## src/rtl/uqt_pkg.sv

```systemverilog
// Package for the URL query tokenizer: payload structs, field codes,
// parser enums and the step-to-queue result bundle. No dependencies.
`default_nettype none

package uqt_pkg;

  typedef struct packed {
    logic [7:0] in_byte;
    logic       end_of_target;
  } in_t;

  typedef struct packed {
    logic [7:0] out_byte;
    logic [1:0] field_kind;
    logic [1:0] pair_status;
    logic       last_of_item;
    logic       target_done;
  } out_t;

  // field_kind codes
  localparam logic [1:0] KIND_PATH  = 2'd0;
  localparam logic [1:0] KIND_KEY   = 2'd1;
  localparam logic [1:0] KIND_VALUE = 2'd2;
  localparam logic [1:0] KIND_MARK  = 2'd3;

  // pair_status codes
  localparam logic [1:0] ST_KEPT    = 2'd0;
  localparam logic [1:0] ST_DROPPED = 2'd1;
  localparam logic [1:0] ST_BAD     = 2'd2;

  // delimiter bytes
  localparam logic [7:0] CH_QUEST = 8'h3F;
  localparam logic [7:0] CH_AMP   = 8'h26;
  localparam logic [7:0] CH_EQ    = 8'h3D;
  localparam logic [7:0] CH_PLUS  = 8'h2B;
  localparam logic [7:0] CH_PCT   = 8'h25;
  localparam logic [7:0] CH_SPACE = 8'h20;

  typedef enum logic [1:0] {
    PH_PATH  = 2'd0,
    PH_KEY   = 2'd1,
    PH_VALUE = 2'd2
  } phase_e;

  typedef enum logic [1:0] {
    ESC_NONE   = 2'd0,
    ESC_FIRST  = 2'd1,
    ESC_SECOND = 2'd2
  } esc_e;

  // up to two results produced by one input byte
  typedef struct packed {
    logic [1:0] count;
    out_t       r0;
    out_t       r1;
  } step_res_t;

endpackage

`default_nettype wire

```

## src/rtl/url_query_tokenizer.sv

```systemverilog
// Top level of the URL query tokenizer: input register, parser step and
// result queue. Depends on uqt_pkg, uqt_step and uqt_res_queue.
//
//   channel | signals                               | payload
//   input   | in_valid_i, in_ready_o, in_data_i     | uqt_pkg::in_t
//   output  | out_valid_o, out_ready_i, out_data_o  | uqt_pkg::out_t
//
// One input transfer per cycle while the output is not stalled and each byte
// yields at most one result. A byte yielding two results (data byte plus
// pair end marker at end of target) leaves as two transfers, held by the
// three-entry result queue. Registered in order: input register, queue.
// Reset clears the parser state and both valid flags; no clearing pass.
// A stalled output fills the queue, then holds the input register.
`default_nettype none

module url_query_tokenizer (
  input  logic          clk_i,
  input  logic          rst_ni,
  input  logic          in_valid_i,
  output logic          in_ready_o,
  input  uqt_pkg::in_t  in_data_i,
  output logic          out_valid_o,
  input  logic          out_ready_i,
  output uqt_pkg::out_t out_data_o
);
  import uqt_pkg::*;

  in_t       in_q;
  logic      in_valid_q;
  logic      room;
  logic      fire;
  step_res_t res;

  assign fire       = in_valid_q && room;
  assign in_ready_o = !in_valid_q || room;

  always_ff @(posedge clk_i or negedge rst_ni) begin
    if (!rst_ni) begin
      in_valid_q <= 1'b0;
    end else if (in_ready_o) begin
      in_valid_q <= in_valid_i;
    end
  end

  always_ff @(posedge clk_i) begin
    if (in_valid_i && in_ready_o) in_q <= in_data_i;
  end

  uqt_step u_step (
    .clk_i  (clk_i),
    .rst_ni (rst_ni),
    .fire_i (fire),
    .in_i   (in_q),
    .res_o  (res)
  );

  uqt_res_queue u_queue (
    .clk_i       (clk_i),
    .rst_ni      (rst_ni),
    .push_i      (fire),
    .res_i       (res),
    .room_o      (room),
    .out_valid_o (out_valid_o),
    .out_ready_i (out_ready_i),
    .out_data_o  (out_data_o)
  );

endmodule

`default_nettype wire

```

## src/rtl/uqt_step.sv

```systemverilog
// Parser step: holds the tokenizer state and turns one registered input
// byte into up to two results. Depends on uqt_pkg.
`default_nettype none

module uqt_step (
  input  logic              clk_i,
  input  logic              rst_ni,
  input  logic              fire_i,
  input  uqt_pkg::in_t      in_i,
  output uqt_pkg::step_res_t res_o
);
  import uqt_pkg::*;

  phase_e     ph_q, ph_d, ph_mid;
  esc_e       es_q, es_d, es_mid;
  logic [3:0] hn_q, hn_d, hn_mid;
  logic       ne_q, ne_d, ne_mid;
  logic       eq_q, eq_d, eq_mid;
  logic       bad_q, bad_d, bad_mid;

  logic [7:0] c;
  logic       last;
  logic       hex_ok;
  logic [3:0] hex_nib;
  logic [1:0] cur_kind;
  logic       has_byte;
  logic [7:0] byte_val;
  logic [1:0] byte_kind;
  logic       do_close;
  logic       has_mark;
  logic [1:0] mark_status;
  out_t       byte_res, mark_res;

  assign c    = in_i.in_byte;
  assign last = in_i.end_of_target;

  always_comb begin
    hex_ok  = 1'b1;
    hex_nib = 4'd0;
    if (c >= 8'h30 && c <= 8'h39) begin
      hex_nib = 4'(c - 8'h30);
    end else if (c >= 8'h41 && c <= 8'h46) begin
      hex_nib = 4'(c - 8'h37);
    end else if (c >= 8'h61 && c <= 8'h66) begin
      hex_nib = 4'(c - 8'h57);
    end else begin
      hex_ok = 1'b0;
    end
  end

  assign cur_kind = (ph_q == PH_KEY) ? KIND_KEY : KIND_VALUE;

  // byte handling before any pair close
  always_comb begin
    ph_mid    = ph_q;
    es_mid    = es_q;
    hn_mid    = hn_q;
    ne_mid    = ne_q;
    eq_mid    = eq_q;
    bad_mid   = bad_q;
    has_byte  = 1'b0;
    byte_val  = c;
    byte_kind = cur_kind;
    do_close  = 1'b0;
    if (ph_q == PH_PATH) begin
      if (c == CH_QUEST) begin
        ph_mid  = PH_KEY;
        es_mid  = ESC_NONE;
        hn_mid  = 4'd0;
        ne_mid  = 1'b0;
        eq_mid  = 1'b0;
        bad_mid = 1'b0;
      end else begin
        has_byte  = 1'b1;
        byte_kind = KIND_PATH;
      end
    end else if (c == CH_AMP) begin
      do_close = 1'b1;
      ph_mid   = PH_KEY;
    end else begin
      ne_mid = 1'b1;
      if (ph_q == PH_KEY && c == CH_EQ) begin
        if (es_q != ESC_NONE) bad_mid = 1'b1;
        es_mid = ESC_NONE;
        eq_mid = 1'b1;
        ph_mid = PH_VALUE;
      end else if (es_q == ESC_FIRST) begin
        if (!hex_ok) begin
          bad_mid = 1'b1;
          es_mid  = ESC_NONE;
        end else begin
          hn_mid = hex_nib;
          es_mid = ESC_SECOND;
        end
      end else if (es_q != ESC_NONE) begin
        es_mid = ESC_NONE;
        if (!hex_ok) begin
          bad_mid = 1'b1;
        end else begin
          has_byte = 1'b1;
          byte_val = {hn_q, hex_nib};
        end
      end else if (c == CH_PCT) begin
        es_mid = ESC_FIRST;
      end else if (c == CH_PLUS) begin
        has_byte = 1'b1;
        byte_val = CH_SPACE;
      end else begin
        has_byte = 1'b1;
      end
    end
    if (last && ph_mid != PH_PATH) do_close = 1'b1;
  end

  // pair close, then end-of-target reset
  always_comb begin
    has_mark    = do_close && ne_mid;
    mark_status = ST_KEPT;
    if (!eq_mid) begin
      mark_status = ST_DROPPED;
    end else if (bad_mid || es_mid != ESC_NONE) begin
      mark_status = ST_BAD;
    end
    ph_d  = ph_mid;
    es_d  = es_mid;
    hn_d  = hn_mid;
    ne_d  = ne_mid;
    eq_d  = eq_mid;
    bad_d = bad_mid;
    if (do_close || last) begin
      es_d  = ESC_NONE;
      hn_d  = 4'd0;
      ne_d  = 1'b0;
      eq_d  = 1'b0;
      bad_d = 1'b0;
    end
    if (last) ph_d = PH_PATH;
  end

  always_comb begin
    byte_res              = '0;
    byte_res.out_byte     = byte_val;
    byte_res.field_kind   = byte_kind;
    byte_res.pair_status  = ST_KEPT;
    byte_res.last_of_item = !has_mark;
    byte_res.target_done  = !has_mark && last;

    mark_res              = '0;
    mark_res.out_byte     = 8'd0;
    mark_res.field_kind   = KIND_MARK;
    mark_res.pair_status  = mark_status;
    mark_res.last_of_item = 1'b1;
    mark_res.target_done  = last;

    res_o.count = {1'b0, has_byte} + {1'b0, has_mark};
    res_o.r0    = has_byte ? byte_res : mark_res;
    res_o.r1    = mark_res;
  end

  always_ff @(posedge clk_i or negedge rst_ni) begin
    if (!rst_ni) begin
      ph_q  <= PH_PATH;
      es_q  <= ESC_NONE;
      hn_q  <= 4'd0;
      ne_q  <= 1'b0;
      eq_q  <= 1'b0;
      bad_q <= 1'b0;
    end else if (fire_i) begin
      ph_q  <= ph_d;
      es_q  <= es_d;
      hn_q  <= hn_d;
      ne_q  <= ne_d;
      eq_q  <= eq_d;
      bad_q <= bad_d;
    end
  end

`ifndef SYNTHESIS
  a_end_resets: assert property (@(posedge clk_i) disable iff (!rst_ni)
    (fire_i && in_i.end_of_target) |=> (ph_q == PH_PATH && es_q == ESC_NONE && !ne_q))
    else $error("state not cleared after end of target");

  a_two_order: assert property (@(posedge clk_i) disable iff (!rst_ni)
    (fire_i && res_o.count == 2'd2) |->
      (!res_o.r0.last_of_item && res_o.r1.last_of_item && res_o.r1.field_kind == KIND_MARK))
    else $error("bad ordering of a two-result transfer");

  a_mark_zero: assert property (@(posedge clk_i) disable iff (!rst_ni)
    (fire_i && res_o.count != 2'd0 && res_o.r0.field_kind == KIND_MARK) |->
      (res_o.r0.out_byte == 8'd0 && res_o.r0.pair_status != 2'd3))
    else $error("malformed pair end marker");

  a_esc_in_query: assert property (@(posedge clk_i) disable iff (!rst_ni)
    (ph_q == PH_PATH) |-> (es_q == ESC_NONE))
    else $error("escape pending in path phase");
`endif

endmodule

`default_nettype wire

```

## src/rtl/uqt_res_queue.sv

```systemverilog
// Three-entry result queue: takes up to two results per cycle while room_o is high;
// hands out one per cycle, unless stalled, from a fixed head register. Depends on uqt_pkg.
`default_nettype none

module uqt_res_queue (
  input  logic               clk_i,
  input  logic               rst_ni,
  input  logic               push_i,
  input  uqt_pkg::step_res_t res_i,
  output logic               room_o,
  output logic               out_valid_o,
  input  logic               out_ready_i,
  output uqt_pkg::out_t      out_data_o
);
  import uqt_pkg::*;

  localparam int unsigned Depth = 3;

  out_t       ent_q [Depth];
  out_t       ent_d [Depth];
  logic [1:0] count_q, count_d;
  logic       pop;
  logic [1:0] base;
  logic [1:0] n_push;

  assign pop    = out_valid_o && out_ready_i;
  assign base   = count_q - {1'b0, pop};
  assign n_push = push_i ? res_i.count : 2'd0;
  // room for two more even without a pop this cycle, decided without out_ready
  assign room_o = (count_q <= 2'd1);

  always_comb begin
    for (int i = 0; i < Depth; i++) begin
      if (pop && i < Depth - 1) ent_d[i] = ent_q[i + 1];
      else                      ent_d[i] = ent_q[i];
      if (n_push != 2'd0 && 2'(i) == base)        ent_d[i] = res_i.r0;
      if (n_push == 2'd2 && 2'(i) == base + 2'd1) ent_d[i] = res_i.r1;
    end
    count_d = base + n_push;
  end

  always_ff @(posedge clk_i or negedge rst_ni) begin
    if (!rst_ni) begin
      count_q <= 2'd0;
    end else begin
      count_q <= count_d;
    end
  end

  always_ff @(posedge clk_i) begin
    for (int i = 0; i < Depth; i++) ent_q[i] <= ent_d[i];
  end

  assign out_valid_o = (count_q != 2'd0);
  assign out_data_o  = ent_q[0];

`ifndef SYNTHESIS
  a_no_overflow: assert property (@(posedge clk_i) disable iff (!rst_ni)
    push_i |-> (count_q <= 2'd1))
    else $error("push without room");

  a_count_step: assert property (@(posedge clk_i) disable iff (!rst_ni)
    (!push_i && !pop) |=> (count_q == $past(count_q)))
    else $error("count moved while idle");

  a_count_max: assert property (@(posedge clk_i) disable iff (!rst_ni)
    count_q != 2'd3 || !room_o)
    else $error("room reported on a full queue");
`endif

endmodule

`default_nettype wire

```

## config.mk

```make
export PLATFORM = sky130hd
export DESIGN_NAME = url_query_tokenizer
export DESIGN_NICKNAME = d
export VERILOG_FILES = /design/src/rtl/uqt_pkg.sv /design/src/rtl/url_query_tokenizer.sv /design/src/rtl/uqt_step.sv /design/src/rtl/uqt_res_queue.sv
export SDC_FILE = /design/constraint.sdc
export NUM_CORES = 1
export LEC_CHECK = 0
export BUFFER_PORTS_ARGS = -buffer_cell sky130_fd_sc_hd__buf_2
export CAP_MARGIN = 20
export CORE_MARGIN = 2
export CORE_UTILIZATION = 30
export DETAILED_ROUTE_END_ITERATION = 12
export GPL_TIMING_DRIVEN = 0
export PLACE_DENSITY = 0.54
export SLEW_MARGIN = 10
export SYNTH_ARGS = -nofsm -noshare
export SYNTH_HDL_FRONTEND = slang
export SYNTH_SLANG_ARGS = --single-unit
```

## constraint.sdc

```tcl
create_clock -name clk_i -period 10.4 [get_ports clk_i]
set_clock_uncertainty 0.2 [all_clocks]
set_input_delay 1.56 -clock clk_i [delete_from_list [all_inputs] [get_ports clk_i]]
set_output_delay 1.56 -clock clk_i [all_outputs]
set_load 0.01 [all_outputs]
```

### After elaboration in Yosys (flattened, before gate mapping)

Memories as Yosys holds them, arrays and structs flattened.
Index checks and enable logic that the tools add are counted.

* mux-type cells: 79
* reduce and logical (&&, ||, !) cells: 32
* order comparisons: 7
* eq/ne operators: 15
* $add $sub $neg: 7

Operator list (count)
* 2-to-1 mux 14 bit: 9
* 2-to-1 mux 8 bit: 8
* == test 8 x 6 -> 1 bit, second input constant: 5
* 2-to-1 mux 2 bit: 20
* 2-to-1 mux 4 bit: 10
* 2-to-1 mux 1 bit: 32
* greater-or-equal comparator 8 x 7 -> 1 bit, second input constant: 2
* <= comparator 8 x 7 -> 1 bit, second input constant: 2
* logical AND 1 bit: 16
* nonzero test 2 bit: 5
* greater-or-equal comparator 8 x 6 -> 1 bit, second input constant: 1
* <= comparator 8 x 6 -> 1 bit, second input constant: 1
* subtractor 4 x 3 -> 4 bit, second input constant: 2
* logical NOT 2 bit: 3
* inequality test 3 x 2 -> 1 bit, second input constant: 2
* AND reduction 6 bit: 1
* nonzero test 3 bit: 2
* == test 1 x 2 -> 1 bit, first input constant: 2
* == test 2 x 1 -> 1 bit, second input constant: 2
* == test 2 bit, first input constant: 2
* subtractor 4 x 1 -> 4 bit, second input constant: 1
* logical OR 1 bit: 3
* inequality test 3 bit, second input constant: 1
* adder 1 x 1 -> 2 bit: 1
* other kinds (6): 7

* register bits: 23
* bits in writable memories: 42
* word-level logic and storage cells: 151
* memories kept: 1

Memory list
* u_queue.ent_q: depth 3, bits a word 14, rd ports 3, clocked after memory_dff 0, write ports 3, line uqt_res_queue.sv:19 `out_t ent_q [Depth];`

### Longest topological paths before layout

Gate-level depths: netlist of run 1.

* depth in word-level cells: 17
* mapped depth: 15

### By module

Synthesis of run 1 repeated with hierarchy kept, for this count alone.

* cell total of the unflattened synthesis: 372
* area, all modules: 3963.8 sq um

Modules (own cells, without submodules)
* uqt_res_queue: instances 1, cells an instance 195, area an instance 2379.8 sq um
* uqt_step: instances 1, cells an instance 163, area an instance 1253.7 sq um
* url_query_tokenizer: instances 1, cells an instance 14, area an instance 330.3 sq um

### Least setup slack after synthesis of run 1

Ideal clock, no wire load.

* path kind: register to register
* start: reg, netlist name in_q[1]
* end: mem u_queue.ent_q[0][28] (netlist bit), enable pin
* cell stages (with the launch flop): 13
* data arrival time: 3.304 ns
* required time: 9.892 ns
* setup slack: 6.588 ns
* buffers on the path: 1
* period minus slack after synthesis: 3.812 ns
* cell sequence: edfxtp_1 > ha_1 > buf_4 > nor3b_1 > nor3_4 > o21a_1 > a31oi_4 > inv_2 > ha_1 > or2b_2 > nor4_1 > nor2_1 > inv_1

RTL lines (line)
* end: declaration: uqt_res_queue.sv:19

==> results of run 1 <==
[metrics by stage]
| step | power [W] | worst slack (ps) | util | cell area [sq um] |
|---|---|---|---|---|
| floorplan | 0.000727 | 6590 | - | 3560 |
| global placement | 0.000827 | 5900 | 0.336 | 3870 |
| CTS | 0.00116 | 5860 | 0.364 | 4190 |
| finish | 0.00115 | 5790 | 0.364 | 4190 |
| detailed placement | 0.000838 | 5880 | 0.336 | 3870 |
| global route | 0.00123 | 5390 | 0.364 | 4190 |
[where the power goes]
part / switching (W) / leakage, nW / internal [W]
Combinational: 0.000236 / 0.981 / 0.000193
Clock: 0.000115 / 0.160 / 0.000198
Sequential: 0.0000451 / 0.645 / 0.000360
[cells by family (layout without fill, tap and decap cells)]
logic type                 after synthesis  after routing
buffers and inverters                   42             86
AOI/OAI and AO/OA                      105            105
and+or+nand+nor                        175            175
adders and majority gates                8              8
xor gates and xnor gates                 3              3
DFF                                     65             65
muxes                                    4              4
[cell type report]
| class | instances | share of cell area |
|---|---|---|
| Multi-Input combinational cell | 295 | 0.413 |
| Sequential cell | 65 | 0.370 |
| Clock buffer | 12 | 0.0689 |
| Buffer | 31 | 0.0549 |
| Tap cell | 143 | 0.0427 |
| Timing Repair Buffer | 28 | 0.0334 |
| Inverter | 11 | 0.00985 |
| Clock inverter | 4 | 0.00686 |
[critical path, delay by kind of cell, from the launching register on]
kind / cells / cell delay [ps]
compound gates: 3 / 860
fa+ha+maj: 2 / 580
buf+inv: 3 / 460
flops: 1 / 440
simple gates: 5 / 1830
[cell usage in the layout, fill, tap and decap left out, drive strengths merged, types with 7 or more instances in the layout]
cell and count:
a21oi 33, inv 13, nor2 23, dfxtp 33, buf 45, nand3 19, o21ai 27, nor3 8
ha 8, dfrtp 14, a22o 9, nand2 80, o31ai 7, and3 7, clkbuf 26, edfxtp 18
[per-layer routing]
| layer | vias up | GRT usage |
|---|---|---|
| met1 | 1345 | 0.195 |
| met2 | 78 | 0.220 |
| met3 | 8 | 0.0375 |
| met5 | - | 0 |
| met4 | 0 | 0.0358 |
| li1 | 1504 | - |
[final timing paths]
kind                                 startpoint              endpoint
setup reg to reg                        in_q[2]  u_queue.ent_q[0][14]
min in group asynchronous                rst_ni        u_step.hn_q[1]
max in group asynchronous                rst_ni           u_step.ne_q
setup / recovery                        in_q[2]  u_queue.ent_q[0][14]
hold / removal             u_queue.ent_q[0][34]  u_queue.ent_q[0][34]
hold reg to reg            u_queue.ent_q[0][34]  u_queue.ent_q[0][34]
[registers in the layout, indices dropped and copies added, names as in the netlist, 2 cells and up]
register         cells
u_queue.ent_q       42
in_q                 9
u_step.hn_q          4
u_queue.count_q      2
u_step.es_q          2
u_step.ph_q          2
==> metrics.yaml, run 1 <==
sta:
  finalHoldViolations: 0
  max_slew_margin: 0.506
  period_share: 0.444
  fmax_mhz: 217
  rsz0062_at_grt: "no"
  layout_min_cycle_time_ps: 4610
  drv_slew: 0
  timing.hold.ws_ps: 253
  setup_viol: 0
  tns_ps: 0
  tightest_slew_ps: 734
routing:
  via_per_inst: 4.98
  met3_length_um: 410
  routed_wl_mm: 8.69
  dr_total_vias: 2935
  drt_iter0_drc: 94
  drt_pass1_iterations: 9
  dr_wl_met2_mm: 3.95
  dr.max_layer_used: "met4"
  drc: 4
  wl_per_cell_um: 14.7
  antenna_left: 0
  wl_met1_mm: 4.25
synthesis:
  yosys.area.top_type_share: 0.186
  synth_xor_area_frac: 0.00739
  yosys-top-cells-count: "nand2_1, a21oi_1, dfxtp_1, o21ai_0, nor2_1"
  yosysMostFrequentCell: "nand2_1"
  ys_seq_elements: 65
  netlist_instances: 402
  mappedNetlistNets: 423
  synthSimpleGateAreaFrac: 0.246
  synth_ff_type: "dfxtp_1"
  synth_warnings: 0
  synthArstFlopShare: 0.215
  synth_compound_area_frac: 0.194
  synth_edf_count: 18
  synth_top_family_by_area: "simple AND/OR/NAND/NOR gates"
  synth_fa_ha_area_frac: 0.0281
  avgSynthCellArea_sq_um: 8.85
  netlist.top_cell.by_area: "dfxtp_1"
  synthTopCellsByArea: "dfxtp_1, edfxtp_1, dfrtp_1, nand2_1, a21oi_1"
  yosys-mux-area-fraction: 0.0123
  synth_seq_area_share: 0.436
  synth.distinct_cells: 63
  syn_area_sq_um: 3560
job:
  max_cap_viol_count: 0
power_and_ir_drop:
  power_density_nw_per_um2: 274
  p_leak_nw: 1.79
  vdd_drop_max_mv: 0.0915
floorplanning:
  die_area_sq_um: 12700
  fp.dieW_um: 113
  num_rows: 39
  fp.coreArea_sq_um: 11500
  initial_utilization: 0.309
  die_height_um: 113
  io_pins: 29
setup_path:
  r2r_cells: 13
  crit_slowest_cell: "nor4_1"
  cp_max_fo: 9
  crit_path_start_kind: "flip-flop"
  critPathMaxStageDelay_ps: 570
  crit_required_ps: 10290
  end_kind: "flip-flop"
  r2r_slack_ps: 5790
  crit_type: "reg2reg"
  crit_chain: "inv_1 -> ha_1 -> buf_4 -> nor3b_1 -> nor3_4 -> o21a_1 -> a31oi_4 -> inv_2 -> ha_1 -> or2b_2 -> nor4_1 -> nor2_1 -> a22o_1"
  path_common_cell: "ha_1"
  critPathArrivalTime_ps: 4500
clock_tree:
  cts.repair.resized: 0
  cts_buffers: 9
  cts_sinks: 65
  cts_tree: "done"
  cts_max_path_buffers: 2
  path_clk_slew_ps: 60
  postCtsSetupBuffers: 0
  cts_hold_buffers: 0
  htree_levels: 3
  cts-root-buf: "clkbuf_16"
  insertion_delay_ps: 330
global_routing:
  grt_pass1_wl_mm: 14.3
  antenna_found_initial: 0
  grt_usage: 0.141
  grt_max_degree: 15
  grt_pass1_vias: 2765
  grt_overflow: 0
cells_and_area:
  syn_to_final_growth_pct: 17.9
  nets: 462
  antennaDiodeCount: 0
  seqCellArea_sq_um: 1550
  fillers: 1177
  drive_above_1_share: 0.188
  multi_input_area_sq_um: 1730
  stdcell_count: 589
placement:
  port_buffers: 28
  hpwlAfterDp_mm: 6.49
  gp_congestion: 0.941
  numPlacedInstances: 573
min_path:
  worstHoldPathType: "reg2reg"
  whs_path_depth: 2
outcome:
  violations: "design-rule violations"
  status: "complete, but fails checks"
No activity file was read; power rests on OpenSTA's default activity.
==> run 2, diff against run 1 <==
Settings changed: PLACE_DENSITY 0.54 to 0.55.
Clock period 10.4 ns to 3.92 ns, I/O delays scaled along.
==> run 2 against run 1 <==
  * The run still ends with design-rule violations left
  * Worst setup slack worse by 5600 ps
  * Clock-buffer cell count down 2
  * Clock power rose to 2.5 times the previous value
  * Sequential share of layout area down 1.3 points
  * Routed wire length up 3.1%
  * Global-route usage up 0.38 points
  * Non-clock buffer count up 8
  * Critical path type unchanged
  * Critical endpoint is now u_queue.ent_q[0][0]
  * Largest power group unchanged
  * Highest routed layer unchanged
==> metrics.yaml, run 2 (synthesized netlist as in run 1, its figures left out) <==
outcome:
  status: "complete, but fails checks"
  violations: "design-rule violations"
clock_tree:
  insertion_delay_ps: 330
  htree_levels: 3
  cts_max_path_buffers: 2
  cts-root-buf: "clkbuf_16"
  cts_sinks: 65
  cts_buffers: 9
  path_clk_slew_ps: 60
  cts_tree: "done"
setup_path:
  crit_required_ps: 3920
  crit_chain: "inv_1 -> ha_1 -> buf_4 -> nor3b_4 -> nor3_4 -> o21a_1 -> a31oi_4 -> inv_2 -> ha_2 -> or2b_2 -> or3_1 -> o21ai_0 -> a22o_1"
  crit_family: "simple AND/OR/NAND/NOR gates"
  path_buf_inv: 3
  cp_max_fo: 9
  end_kind: "flip-flop"
  crit_path_start_kind: "flip-flop"
  crit_slowest_cell: "or3_1"
  crit_type: "reg2reg"
  critPathMaxStageDelay_ps: 540
  critPathArrivalTime_ps: 3740
power_and_ir_drop:
  power_density_nw_per_um2: 708
  p_leak_nw: 1.85
  vdd_drop_max_mv: 0.234
job:
  max_cap_viol_count: 0
sta:
  tightest_slew_ps: 680
  period_share: 0.954
  finalHoldViolations: 0
  fin_ws_ps: 178
  drv_slew: 0
  layout_min_cycle_time_ps: 3740
  max_slew_margin: 0.543
  setup_viol: 0
  fmax_mhz: 267
routing:
  wl_per_cell_um: 15.0
  via_per_inst: 5.11
  antenna_left: 0
  drt_pass1_iterations: 9
  routed_wl_mm: 8.96
  drt_iter0_drc: 139
  dr_total_vias: 3053
  drc: 3
global_routing:
  grt_pass1_vias: 2884
  grt_max_degree: 15
  grt_overflow: 0
  grt_pass1_wl_mm: 14.8
  antenna_found_initial: 0
  grt_usage: 0.145
floorplanning:
  fp.coreArea_sq_um: 11500
  fp.dieW_um: 113
  num_rows: 39
  io_pins: 29
  die_area_sq_um: 12700
  die_height_um: 113
  initial_utilization: 0.309
cells_and_area:
  postLayoutCellArea_sq_um: 4340
  mostFrequentLayoutCell: "nand2_1"
  final_cell_mix: "nand2_1, a21oi_1, dfxtp_1, buf_2, o21ai_0"
  fillers: 1160
  drive_above_1_share: 0.238
  largest_register_ffs: 42
  top_register: "u_queue.ent_q"
  reg_top3: "u_queue.ent_q (42), in_q (9), u_step.hn_q (4)"
  antennaDiodeCount: 0
  syn_to_final_growth_pct: 22.1
  nets: 470
placement:
  pre_cts_ws_ps: -541
  placed_area_sq_um: 3870
  hpwlAfterDp_mm: 6.53
  port_buffers: 28
  gp_congestion: 0.955
min_path:
  worstHoldPathType: "in2reg"
[run 2: what timing repair did]
action | 4_1_cts | 5_1_grt
hold buffers | 1 | 0
endpoints found under the hold margin | 14 | 0
setup buffers | 1 | 8
endpoints found under the setup margin | 51 | 44
cloned | 0 | 0
pin swaps | 1 | 2
gates resized for setup | 8 | 14
[run 2: final cells by class]
cell class	count	area (sq um)	area share
multi-input combinational	295	1830	0.421
sequential	65	1550	0.357
clock buffer	10	250	0.0577
buffer	29	226	0.0522
timing repair buffer	38	218	0.0502
tap	143	179	0.0412
clock inverter	6	46.3	0.0107
inverter	11	41.3	0.00951
[run 2: layer usage]
| layer | share of wire | routed length [um] | GRT usage | vias up |
|---|---|---|---|---|
| li1 | - | - | - | 1523 |
| met1 | 0.48 | 4260 | 0.198 | 1425 |
| met2 | 0.46 | 4140 | 0.224 | 92 |
| met3 | 0.049 | 441 | 0.0412 | 13 |
| met4 | 0.012 | 111 | 0.0455 | 0 |
| met5 | 0 | 0 | 0 | - |
[run 2: path summary, 6_finish.rpt]
path | from | end | slack (ps) | cells after the start
max | in_q[2] | u_queue.ent_q[0][0] | 180 | 13
max in group asynchronous | rst_ni | u_step.ne_q | 2730 | 2
min in group asynchronous | rst_ni | u_step.hn_q[2] | 520 | 2
max reg2reg | in_q[2] | u_queue.ent_q[0][0] | 180 | 13
min reg2reg | u_queue.ent_q[0][34] | u_queue.ent_q[0][34] | 260 | 2
min | in_data_i[3] | in_q[3] | 230 | 1
[run 2: worst register-to-register path, stage by stage, from the launching register on]
cell,delay (ps)
edfxtp_1,430
inv_1,140
ha_1,200
buf_4,180
nor3b_4,290
nor3_4,90
o21a_1,220
a31oi_4,180
inv_2,110
ha_2,320
or2b_2,390
or3_1,540
o21ai_0,160
a22o_1,150
[run 2: through the flow]
| step | TNS (ps) | utilization | hold WS [ps] | total power (W) | instances |
|---|---|---|---|---|---|
| 2_1_floorplan | 0 | - | 92.4 | 0.00193 | 402 |
| 3_3_place_gp | -15340 | 0.336 | 238 | 0.00219 | 573 |
| 3_5_place_dp | -15190 | 0.336 | 250 | 0.00222 | 573 |
| 4_1_cts | 0 | 0.367 | 218 | 0.00304 | 591 |
| 5_1_grt | -117 | 0.377 | 215 | 0.00330 | 597 |
| 6_report | 0 | 0.377 | 231 | 0.00307 | 597 |
[run 2: power breakdown]
group	internal [W]	leakage, nW	total (W)	switching (W)
registers	0.000955	0.645	0.00108	0.000123
clock network	0.000472	0.149	0.000792	0.000320
logic	0.000538	1.06	0.00120	0.000665
total	0.00196	1.85	0.00307	0.00111
==> run 3, diff against run 2 <==
Settings changed: CORE_UTILIZATION 30 to 29, PLACE_DENSITY 0.55 to 0.54.
==> run 3 against run 2 <==
  * The run now ends clean
  * Maximum frequency shrank 0.13%
  * Clock-buffer cell count fell by 1
  * Non-clock buffer count did not move
  * Sequential share of layout area grew 0.33 points
  * Global-route usage is 0.60 points lower
  * Routed wire length decreased by 1.6%
  * First-iteration DRC count is 17% lower
  * Sequential power about the same
  * Clock power down 4.0%
  * Utilization fell by 1.9 points
  * Register-to-register slack hardly changed
  * Via count down 1.9%
  * Largest power group unchanged
  * Highest routed layer unchanged
==> metrics.yaml, run 3 (synthesized netlist as in run 1, its figures left out) <==
setup_path:
  crit_slowest_cell: "or4b_4"
  crit_family: "simple AND/OR/NAND/NOR gates"
  critPathArrivalTime_ps: 3750
  critPathMaxStageDelay_ps: 610
  crit_required_ps: 3920
  cp_max_fo: 9
  r2r-start: "in_q[4]"
  path_buf_inv: 1
  crit_path_start: "in_q[4]"
  reg2reg_to: "u_queue.ent_q[0][0]"
  r2r_cells: 10
  r2r_slack_ps: 170
  crit_path_start_kind: "flip-flop"
  end_kind: "flip-flop"
  crit_chain: "or4b_4 -> nor3_4 -> o21a_1 -> a31oi_4 -> inv_2 -> ha_2 -> or2b_2 -> or3_1 -> o21ai_0 -> a22o_1"
  crit_type: "reg2reg"
clock_tree:
  path_clk_slew_ps: 60
  cts_buffers: 9
  cts_sinks: 65
  insertion_delay_ps: 330
  htree_levels: 3
  cts_max_path_buffers: 2
  cts_tree: "done"
  cts-root-buf: "clkbuf_16"
power_and_ir_drop:
  p_switching_w: 0.00109
  vdd_drop_max_mv: 0.224
  p_leak_nw: 1.84
  power_density_nw_per_um2: 702
  p_int_w: 0.00193
  power_frac_seq: 0.357
  p_comb_frac: 0.391
  p_sw_frac: 0.362
  clkPwrFrac: 0.252
floorplanning:
  initial_utilization: 0.296
  die_area_sq_um: 13200
  fp.coreArea_sq_um: 12000
  io_pins: 29
  die_height_um: 115
  fp.dieW_um: 115
  num_rows: 40
cells_and_area:
  final_cell_mix: "nand2_1, a21oi_1, dfxtp_1, buf_2"
  syn_to_final_growth_pct: 20.9
  top_register: "u_queue.ent_q"
  largest_register_ffs: 42
  drive_above_1_share: 0.231
  reg_top3: "u_queue.ent_q (42), in_q (9), u_step.hn_q (4)"
  nets: 470
  utilization: 0.358
  antennaDiodeCount: 0
  mostFrequentLayoutCell: "nand2_1"
global_routing:
  grt_overflow: 0
  grt_pass1_wl_mm: 14.2
  grt_pass1_vias: 2772
  grt_max_degree: 15
  grt_usage: 0.139
  antenna_found_initial: 0
sta:
  drv_slew: 0
  setup_viol: 0
  timing.hold.ws_ps: 230
  layout_min_cycle_time_ps: 3750
  period_share: 0.956
  finalHoldViolations: 0
  fmax_mhz: 267
  tightest_slew_ps: 644
  max_slew_margin: 0.566
routing:
  drc: 0
  dr_total_vias: 2995
  routed_wl_mm: 8.81
  drt_pass1_iterations: 4
  via_per_inst: 4.98
  antenna_left: 0
  wl_per_cell_um: 14.7
  drt_iter0_drc: 115
outcome:
  status: "finished clean"
placement:
  hpwlAfterDp_mm: 6.56
  gp_congestion: 0.979
  port_buffers: 28
min_path:
  min-delay-start: "in_data_i[1]"
  worstHoldPathType: "in2reg"
  hold_path_end: "in_q[1]"
  whs_path_depth: 1
job:
  max_cap_viol_count: 0
## run 3: power by group through the flow
stage | Clock (W) | Combinational [W] | Sequential [W]
detailed placement | 0 | 0.00113 | 0.00109
floorplan | 0 | 0.000877 | 0.00105
global route | 0.000806 | 0.00133 | 0.00111
CTS | 0.000777 | 0.00115 | 0.00108
global placement | 0 | 0.00111 | 0.00108
finish | 0.000760 | 0.00118 | 0.00108
## run 3: routing by layer
metal  vias up  part of all wire  track usage
li1       1522                 -            -
met1      1396              0.49        0.192
met2        70              0.46        0.218
met3         7             0.046       0.0369
met4         0            0.0098       0.0361
met5         -                 0            0
## run 3: worst max-delay path by stage
stage                     cells past startpoint              endpoint  slack [ps]
after detailed placement                     13  u_queue.ent_q[0][31]        -620
final                                        10   u_queue.ent_q[0][0]         170
after global routing                         13  u_queue.ent_q[0][14]         -20
after floorplan                              12  u_queue.ent_q[0][28]         110
after CTS                                    11  u_queue.ent_q[0][14]          20
after global placement                       13  u_queue.ent_q[0][14]        -570
## run 3: area by class of cell
cell class                 count  area, sq um
inverter                      11         41.3
clock buffer                   9          225
timing repair buffer          38          218
tap                          147          184
buffer                        29          226
sequential                    65         1550
clock inverter                 7         52.6
multi-input combinational    295         1800
fill                        1244         7710
## run 3: repair_timing
item                                    CTS  global route
pin swaps                                 1             2
setup buffers                             1             8
hold endpoints to repair                 14             0
endpoints found under the setup margin   51            36
hold buffers                              1             0
gates resized for setup                   8            13
## run 3: per-stage QoR
stage / area (sq um) / setup slack (ps) / setup TNS (ps) / instances / power (W)
global route: 4300 / -15.7 / -39.1 / 601 / 0.00325
finish: 4300 / 173 / 0 / 601 / 0.00302
CTS: 4210 / 17.7 / 0 / 595 / 0.00300
global placement: 3880 / -574 / -15490 / 577 / 0.00219
floorplan: 3560 / 108 / 0 / 402 / 0.00193
detailed placement: 3880 / -616 / -16860 / 577 / 0.00222
